--- src/hw/rtl/kmcc_pkg.sv ---
package kmcc_pkg;

    localparam int NumCells = 16;
    localparam int IdxW = 4;
    localparam int CntCfgW = 5;
    localparam int ColorW = 8;
    localparam int SumW = 28;
    localparam int CountW = 21;
    localparam int DistW = 18;
    localparam int DivStepsW = 5;
    localparam logic [SumW-1:0] SumMax = {SumW{1'b1}};
    localparam logic [CountW-1:0] CountMax = {CountW{1'b1}};
    localparam logic [CntCfgW-1:0] ResetClusters = 5'd8;

    typedef enum logic [1:0] {
        REQ_CLASSIFY = 2'd0,
        REQ_LOAD     = 2'd1,
        REQ_READ     = 2'd2,
        REQ_SPARE    = 2'd3
    } req_t;

    // per-cell control from the sequencer
    typedef struct packed {
        logic             search;    // compare this cell against the passing pixel
        logic             accum;     // add pixel into the winning cell
        logic             load;      // write centroid
        logic             div_start; // latch sums into divider and clear accumulators
        logic             div_step;  // one restoring-division step
        logic             div_done;  // write mean back to centroid
        logic [IdxW-1:0]  slot;
        logic [IdxW-1:0]  active_last;
    } cell_ctl_t;

    typedef struct packed {
        logic              valid;
        logic [DistW-1:0]  dist_val;
        logic [IdxW-1:0]   idx;
        logic [ColorW-1:0] red;
        logic [ColorW-1:0] green;
        logic [ColorW-1:0] blue;
    } best_t;

    typedef enum logic [2:0] {
        ST_IDLE,
        ST_SWEEP,
        ST_ACCUM,
        ST_DIV,
        ST_OUT
    } state_t;

    function automatic logic [DistW-1:0] dsq(input logic [ColorW-1:0] a,
                                             input logic [ColorW-1:0] b);
        logic [ColorW-1:0] d;
        logic [2*ColorW-1:0] p;
        d = (a > b) ? a - b : b - a;
        p = d * d;
        return {{(DistW-2*ColorW){1'b0}}, p};
    endfunction

endpackage

--- src/hw/rtl/kmcc_divider.sv ---
module kmcc_divider (
    input  logic                       aclk,
    input  logic                       start,
    input  logic                       step,
    input  logic [kmcc_pkg::SumW-1:0]  dividend,
    input  logic [kmcc_pkg::CountW-1:0] divisor,
    output logic [kmcc_pkg::ColorW-1:0] mean
);
    import kmcc_pkg::*;

    // restoring division, nine quotient bits are enough; means above 255 clamp to 255
    logic [SumW-1:0]   rem_reg, rem_next;
    logic [CountW-1:0] dvs_reg, dvs_next;
    logic [ColorW:0]   q_reg, q_next;
    logic              ovf_reg, ovf_next;
    logic [DivStepsW-1:0] n_reg, n_next;
    logic [SumW+ColorW:0] shifted;
    logic [SumW+ColorW:0] trial;

    always_comb begin
        rem_next = rem_reg;
        dvs_next = dvs_reg;
        q_next   = q_reg;
        ovf_next = ovf_reg;
        n_next   = n_reg;
        shifted  = {{(SumW+ColorW+1-CountW){1'b0}}, dvs_reg} << (ColorW - n_reg);
        trial    = {{(ColorW+1){1'b0}}, rem_reg};
        if (start) begin
            rem_next = dividend;
            dvs_next = (divisor == '0) ? CountW'(1) : divisor;
            q_next   = '0;
            n_next   = '0;
            // quotient >= 512 means dividend >= divisor << 9
            ovf_next = ({{(ColorW+1){1'b0}}, dividend} >=
                        ({{(SumW+ColorW+1-CountW){1'b0}},
                          ((divisor == '0) ? CountW'(1) : divisor)} << (ColorW + 1)));
        end else if (step && n_reg <= DivStepsW'(ColorW)) begin
            if (trial >= shifted) begin
                rem_next = SumW'(trial - shifted);
                q_next   = {q_reg[ColorW-1:0], 1'b1};
            end else begin
                q_next   = {q_reg[ColorW-1:0], 1'b0};
            end
            n_next = n_reg + 1'b1;
        end
    end

    always_ff @(posedge aclk) begin
        rem_reg <= rem_next;
        dvs_reg <= dvs_next;
        q_reg   <= q_next;
        ovf_reg <= ovf_next;
        n_reg   <= n_next;
    end

    assign mean = (ovf_reg || q_reg[ColorW]) ? {ColorW{1'b1}} : q_reg[ColorW-1:0];
endmodule

--- src/hw/rtl/kmcc_cell.sv ---
module kmcc_cell (
    input  logic                         aclk,
    input  logic                         aresetn,
    input  logic [kmcc_pkg::IdxW-1:0]    cell_idx,
    input  kmcc_pkg::cell_ctl_t          ctl,
    input  logic [kmcc_pkg::ColorW-1:0]  px_red_in,
    input  logic [kmcc_pkg::ColorW-1:0]  px_green_in,
    input  logic [kmcc_pkg::ColorW-1:0]  px_blue_in,
    input  kmcc_pkg::best_t              best_in,
    input  logic [kmcc_pkg::ColorW-1:0]  acc_red,
    input  logic [kmcc_pkg::ColorW-1:0]  acc_green,
    input  logic [kmcc_pkg::ColorW-1:0]  acc_blue,
    input  logic [kmcc_pkg::IdxW-1:0]    acc_idx,
    output logic [kmcc_pkg::ColorW-1:0]  px_red_out,
    output logic [kmcc_pkg::ColorW-1:0]  px_green_out,
    output logic [kmcc_pkg::ColorW-1:0]  px_blue_out,
    output kmcc_pkg::best_t              best_out,
    output logic [kmcc_pkg::ColorW-1:0]  cent_red_out,
    output logic [kmcc_pkg::ColorW-1:0]  cent_green_out,
    output logic [kmcc_pkg::ColorW-1:0]  cent_blue_out
);
    import kmcc_pkg::*;

    logic [ColorW-1:0] cr_reg, cg_reg, cb_reg;
    logic [SumW-1:0]   rs_reg, gs_reg, bs_reg;
    logic [CountW-1:0] cnt_reg;
    logic [ColorW-1:0] pr_reg, pg_reg, pb_reg;
    best_t             best_reg, best_next;
    logic [DistW-1:0]  d;
    logic              in_use, hit;
    logic [ColorW-1:0] mr, mg, mb;
    logic [SumW:0]     rs_add, gs_add, bs_add;
    logic [CountW:0]   cnt_add;

    assign in_use = (cell_idx <= ctl.active_last);
    assign hit    = ctl.accum && (acc_idx == cell_idx);
    assign d = dsq(px_red_in, cr_reg) + dsq(px_green_in, cg_reg) + dsq(px_blue_in, cb_reg);

    always_comb begin
        best_next = best_in;
        if (ctl.search && in_use && (!best_in.valid || d < best_in.dist_val)) begin
            best_next.valid    = 1'b1;
            best_next.dist_val = d;
            best_next.idx      = cell_idx;
            best_next.red      = cr_reg;
            best_next.green    = cg_reg;
            best_next.blue     = cb_reg;
        end
    end

    assign rs_add  = {1'b0, rs_reg} + {{(SumW+1-ColorW){1'b0}}, acc_red};
    assign gs_add  = {1'b0, gs_reg} + {{(SumW+1-ColorW){1'b0}}, acc_green};
    assign bs_add  = {1'b0, bs_reg} + {{(SumW+1-ColorW){1'b0}}, acc_blue};
    assign cnt_add = {1'b0, cnt_reg} + (CountW+1)'(1);

    kmcc_divider u_div_r (.aclk, .start(ctl.div_start), .step(ctl.div_step),
                          .dividend(rs_reg), .divisor(cnt_reg), .mean(mr));
    kmcc_divider u_div_g (.aclk, .start(ctl.div_start), .step(ctl.div_step),
                          .dividend(gs_reg), .divisor(cnt_reg), .mean(mg));
    kmcc_divider u_div_b (.aclk, .start(ctl.div_start), .step(ctl.div_step),
                          .dividend(bs_reg), .divisor(cnt_reg), .mean(mb));

    always_ff @(posedge aclk) begin
        pr_reg   <= px_red_in;
        pg_reg   <= px_green_in;
        pb_reg   <= px_blue_in;
        best_reg <= best_next;
    end

    always_ff @(posedge aclk) begin
        if (!aresetn) begin
            cr_reg  <= '0;
            cg_reg  <= '0;
            cb_reg  <= '0;
            rs_reg  <= '0;
            gs_reg  <= '0;
            bs_reg  <= '0;
            cnt_reg <= '0;
        end else begin
            // load color comes straight from the request register, not the delayed chain
            if (ctl.load && ctl.slot == cell_idx) begin
                cr_reg <= acc_red;
                cg_reg <= acc_green;
                cb_reg <= acc_blue;
            end else if (ctl.div_done && in_use) begin
                cr_reg <= mr;
                cg_reg <= mg;
                cb_reg <= mb;
            end
            if (ctl.div_start) begin
                rs_reg  <= '0;
                gs_reg  <= '0;
                bs_reg  <= '0;
                cnt_reg <= '0;
            end else if (hit) begin
                rs_reg  <= rs_add[SumW]  ? SumMax   : rs_add[SumW-1:0];
                gs_reg  <= gs_add[SumW]  ? SumMax   : gs_add[SumW-1:0];
                bs_reg  <= bs_add[SumW]  ? SumMax   : bs_add[SumW-1:0];
                cnt_reg <= cnt_add[CountW] ? CountMax : cnt_add[CountW-1:0];
            end
        end
    end

    assign px_red_out     = pr_reg;
    assign px_green_out   = pg_reg;
    assign px_blue_out    = pb_reg;
    assign best_out       = best_reg;
    assign cent_red_out   = cr_reg;
    assign cent_green_out = cg_reg;
    assign cent_blue_out  = cb_reg;
endmodule
--- config.mk ---
export PLATFORM = sky130hd
export DESIGN_NAME = kmcc_cell
export DESIGN_NICKNAME = d
export VERILOG_FILES = /design/src/hw/rtl/kmcc_pkg.sv /design/src/hw/rtl/kmcc_divider.sv /design/src/hw/rtl/kmcc_cell.sv
export SDC_FILE = /design/constraint.sdc
export NUM_CORES = 2
export LEC_CHECK = 0
export BUFFER_PORTS_ARGS = -buffer_cell sky130_fd_sc_hd__clkbuf_2
export CORE_ASPECT_RATIO = 0.6
export CORE_MARGIN = 3
export CORE_UTILIZATION = 61
export CTS_BUF_LIST = sky130_fd_sc_hd__clkbuf_4 sky130_fd_sc_hd__clkbuf_8
export DETAILED_ROUTE_END_ITERATION = 16
export GPL_TIMING_DRIVEN = 0
export PLACE_DENSITY = 0.85
export REMOVE_ABC_BUFFERS = 1
export SLEW_MARGIN = 20
export SYNTH_ARGS = -nofsm -noshare
export SYNTH_HDL_FRONTEND = slang
export SYNTH_HIERARCHICAL = 1
export SYNTH_SLANG_ARGS = --single-unit
--- constraint.sdc ---
create_clock -name aclk -period 15.13 [get_ports aclk]
set_input_delay 2.2695 -clock aclk [delete_from_list [all_inputs] [get_ports aclk]]
set_output_delay 2.2695 -clock aclk [all_outputs]
set_load 0.03 [all_outputs]
## Word-level counts from Yosys, hierarchy flattened

Index checks and enable logic that the tools add are counted.

- Logic and storage cells: 128
- Bits in registers: 350
- Output and inout bits: 95

- Bitwise gates (word level): 1
- Add/sub/neg operators: 21
- Order comparisons: 14
- Reduce and logical (&&, ||, !) cells: 25
- Shifts and indexed selects: 3
- Multiplexer cells: 30
- Eq/ne operators: 2
- $mul: 3

Operator list:

| kind | number |
|---|---|
| $mux 28 | 12 |
| $ge 28x37->1 | 3 |
| $shl 21x32->37 | 3 |
| $mux 8 | 12 |
| $ge 28x30->1 | 3 |
| $add 28x8->29 | 3 |
| $sub 28x28->28 | 3 |
| $mul 8x8->16 | 3 |
| $sub 8x8->8 | 6 |
| $mux 46 | 1 |
| $mux 21 | 2 |
| $gt 8x8->1 | 3 |
| $add 21x1->22 const B | 1 |
| $logic_not 21->1 | 1 |
| $add 17x16->18 | 1 |
| $lt 18x18->1 | 1 |
| $sub 4x5->6 const A | 3 |
| $add 16x16->17 | 1 |
| $add 5x1->5 const B | 3 |
| $le 5x4->1 const B | 3 |
| $reduce_bool 2->1 | 7 |
| $eq 4x4->1 | 2 |
| $logic_and 1x1->1 | 8 |
| $reduce_and 2->1 | 3 |
| other kinds (6) | 11 |

## Longest topological paths before layout

- Depth after elaboration: 9
- Mapped depth: 43
- Depth with buffers taken out: 40

## Hierarchy

The synthesis kept the hierarchy.

By module, submodules not included:

| module | seq. area each (µm²) | area each (µm²) | times used | cells an instance |
|---|---|---|---|---|
| kmcc_cell | 4003.8 | 16761.1 | 1 | 1840 |
| kmcc_divider at u_div_b ... | 1781.7 | 5779.3 | 2 | 705 |
| kmcc_divider at u_div_r | 1781.7 | 5936.9 | 1 | 743 |

## Least setup slack after synthesis

No wires, ideal clock.

- Kind: input to register
- Start: input px_blue_in[0] (netlist bit)
- End: register best_reg, in the netlist best_out[26]
- Setup time: 121 ps
- Arrival: 11200 ps
- Required time: 15009 ps
- Stages on the path: 38
- Slack: 3809 ps
- Cell sequence: inv_1 > ha_1 > inv_1 > fa_1 > nand3_1 > a21boi_1 > o31ai_2 > buf_4 > o21ai_1 > a31oi_1 > mux2_2 > buf_2 > or2_1 > fa_1 > fa_1 > fa_1 > fa_1 > inv_1 > [... 2 more ...] > inv_1 > fa_1 > inv_1 > ha_1 > o21ai_0 > nor2_1 > o221ai_1 > a211o_1 > o41ai_1 > xor2_1 > ha_1 > a21oi_1 > o21ai_0 > nand2_1 > and3_1 > clkbuf_1 > buf_2 > mux2_2

RTL lines:

| what | line | source |
|---|---|---|
| start: declaration | kmcc_cell.sv:8 | `input logic [kmcc_pkg::ColorW-1:0] px_blue_in,` |
| end signal: assignment | kmcc_cell.sv:67 | `best_reg <= best_next;` |
| end: declaration | kmcc_cell.sv:28 | `best_t best_reg, best_next;` |

==> results.cfg <==
[placed_design]
gp_congestion = 0.970
io_buffer_count = 213
hpwl_mm = 77.1

[timing]
setup_viol = 0
fin_crit_sh_pct = 84.1
slew_headroom_pct = 19.9
hold_viol_final = 0
period_needed_ns = 12.72
drv_slew = 0
skew_ns = 0.0379
rsz0062_at_grt = no
tightest_slew_ns = 1.20
fmax_mhz = 78.6
setup-tns-final_ns = 0

[synthesis]
ys_ff_latch = 392
synth_top_cell_by_area = dfxtp_1
synth.distinct_cells = 97
synth.yosys.seq_area_share_pct = 27.3
avgSynthCellArea_sq_um = 8.58
yosysWarnings = 6
ys.flop_type = dfxtp_1
synth-edff-count = 150
async_flop_share_pct = 0
synth_area_leaders = dfxtp_1 (14%), edfxtp_1 (13%), ha_1 (12%)
netlist_instances = 3993
mappedNetlistArea_sq_um = 34300
synth.top_cell.area_share_pct = 14.1

[detailed_routing]
wl_met2_mm = 39.7
firstDrtPassIters = 8
route.vias.total = 31021
drt_iter0_drc = 4474
drc = 0
wl_per_cell_um = 20.8
wirelength_mm = 102
viasPerCell = 6.37
ant_nets = 0
wl_met1_mm = 45.8
routed.top_layer = met4
dr_wl_met3_mm = 14.1

[die]
pin_count = 214
die_area_sq_um = 59100
die_h_um = 190
initial_core_util_pct = 62.5
core-area_sq_um = 54800
rows = 66
die_w_um = 312

[setup_path]
end_kind = flip-flop
start_kind = input pin
path_common_cell = fa_1
cp_slowest_cell = o31ai_2
crit_required_ns = 15.70
worstSetupPathType = input pin to flip-flop
slowest_delay_ns = 0.82
critPathMaxFanout = 31
rr_startpoint = cent_blue_out[0]
crit_path_start = px_blue_in[0]
worstPathArrival_ns = 13.29

[clocking]
path_clk_slew_ns = 0.08
ctsResizeCount = 0
root_buffer = clkbuf_8
ctsHtreeMaxLevel = 2
cts_tree = built
numCtsBuffers = 61
clock_path_buffers = 3
cts_setup_buffers = 0
clock_latency_ns = 0.72
ctsHoldBuffers = 0
cts.sinks = 392

[global_routing]
grt_pass1_wl_mm = 159
grt_pass1_vias = 28221
grt_max_degree = 123
grt_use_total_pct = 33.3
grt_overflow = 0
antenna_found_initial = 0

[layout]
area_delta_synth_final_pct = 8.70
drive_above_1_share_pct = 11.9
layout.nets = 4655
diodes = 0
largest_reg_flops = 47

[min_path]
min_path_type = flip-flop to flip-flop
hp-start = u_div_g/q_reg[1]

[run_status]
outcome = completed

[flow_run]
maxCapViolCount = 0
## Yosys cell counts, drive strengths merged, types with 12 or more instances
cell	number
and3	42
o211ai	39
inv	410
mux2i	88
nor3	74
xnor2	80
and2	21
fa	145
ha	320
a311oi	12
nand3	96
o22ai	13
a21oi	276
nand2b	54
nand4	36
or2	14
and4	23
o21ai	230
nor4	25
o211a	33
nor2b	38
o21bai	24
a31oi	45
o31ai	24
nand2	453
o2111ai	12
mux4	22
o221a	14
mux2	64
or3	44
a211oi	38
buf	53
clkbuf	163
dfxtp	242
edfxtp	150
nor2	259
a21o	76
o21a	27
xor2	84
## per-stage QoR
stage	cell area, sq um	std cells	util (%)	setup WS (ns)	hold slack [ns]
floorplan	33400	3777	-	2.84	0.435
global placement	35400	4738	64.5	0.951	0.451
detailed placement	35800	4756	65.3	1.92	0.455
CTS	37200	4870	67.9	2.63	0.467
global route	37200	4870	67.9	1.86	0.490
finish	37200	4870	67.9	2.41	0.459
## cells by family after synthesis
group	Yosys count	synth area share, %
buffers and inverters	626	7.03
DFF	392	27.3
adders and majority gates	465	20.2
xor gates and xnor gates	164	4.37
AOI/OAI and AO/OA	956	18.0
muxes	174	6.12
and+or+nand+nor	1216	17.1
## critical path: cells and delay by family
family	cells	cell delay, ns
adders and majority gates	11	5.06
AOI/OAI and AO/OA	12	2.87
and+or+nand+nor	4	0.94
xor gates and xnor gates	1	0.82
buffers and inverters	7	0.66
muxes	2	0.65
## layer usage
layer  up-vias  global-route usage [%]
li1      14199                       -
met1     14799                    52.1
met2      1875                    44.7
met3       148                    9.82
met4         0                    6.76
met5         -                       0
## layout make-up
| type | count | area [sq um] |
|---|---|---|
| Fill cell | 4255 | 17600 |
| Tap cell | 748 | 936 |
| Timing Repair Buffer | 231 | 1360 |
| Inverter | 410 | 1540 |
| Clock buffer | 89 | 1140 |
| Sequential cell | 392 | 9350 |
| Multi-Input combinational cell | 2975 | 22600 |
| Clock inverter | 25 | 279 |
## placed cells by master (no fill, tap or decap), types with 13 or more instances in the layout
cell type,Yosys,layout
a211oi_1,38,38
a21o_1,73,72
a21oi_1,275,273
a31oi_1,44,43
and2_1,19,18
and3_1,42,41
and4_1,22,22
clkbuf_2,0,212
clkbuf_4,0,13
clkbuf_8,0,77
dfxtp_1,242,239
edfxtp_1,150,150
fa_1,145,145
ha_1,320,317
inv_1,400,400
mux2_1,35,35
mux2_2,29,29
mux2i_1,88,88
mux4_2,22,22
nand2_1,453,452
nand2b_1,54,51
nand3_1,95,95
nand4_1,33,33
nor2_1,259,259
nor2b_1,35,34
nor3_1,71,71
nor4_1,23,23
o211a_1,32,32
o211ai_1,39,39
o21a_1,27,27
o21ai_0,215,215
o21ai_1,15,15
o21bai_1,24,24
o221a_2,14,14
o22ai_1,13,13
o31ai_1,23,23
or3_1,44,44
xnor2_1,75,70
xor2_1,81,76
## path summary, 6_finish.rpt
| kind | to | slack (ns) | cells after the start |
|---|---|---|---|
| setup / recovery | best_out[40] | 2.41 | 37 |
| hold / removal | u_div_g/q_reg[2] | 0.46 | 2 |
| setup reg to reg | best_out[40] | 3.59 | 35 |
| hold reg to reg | u_div_g/q_reg[2] | 0.46 | 2 |
Power is left out: the tool's default activity adds up to more than one toggle a clock period on the data nets, which glitch-free logic cannot reach.
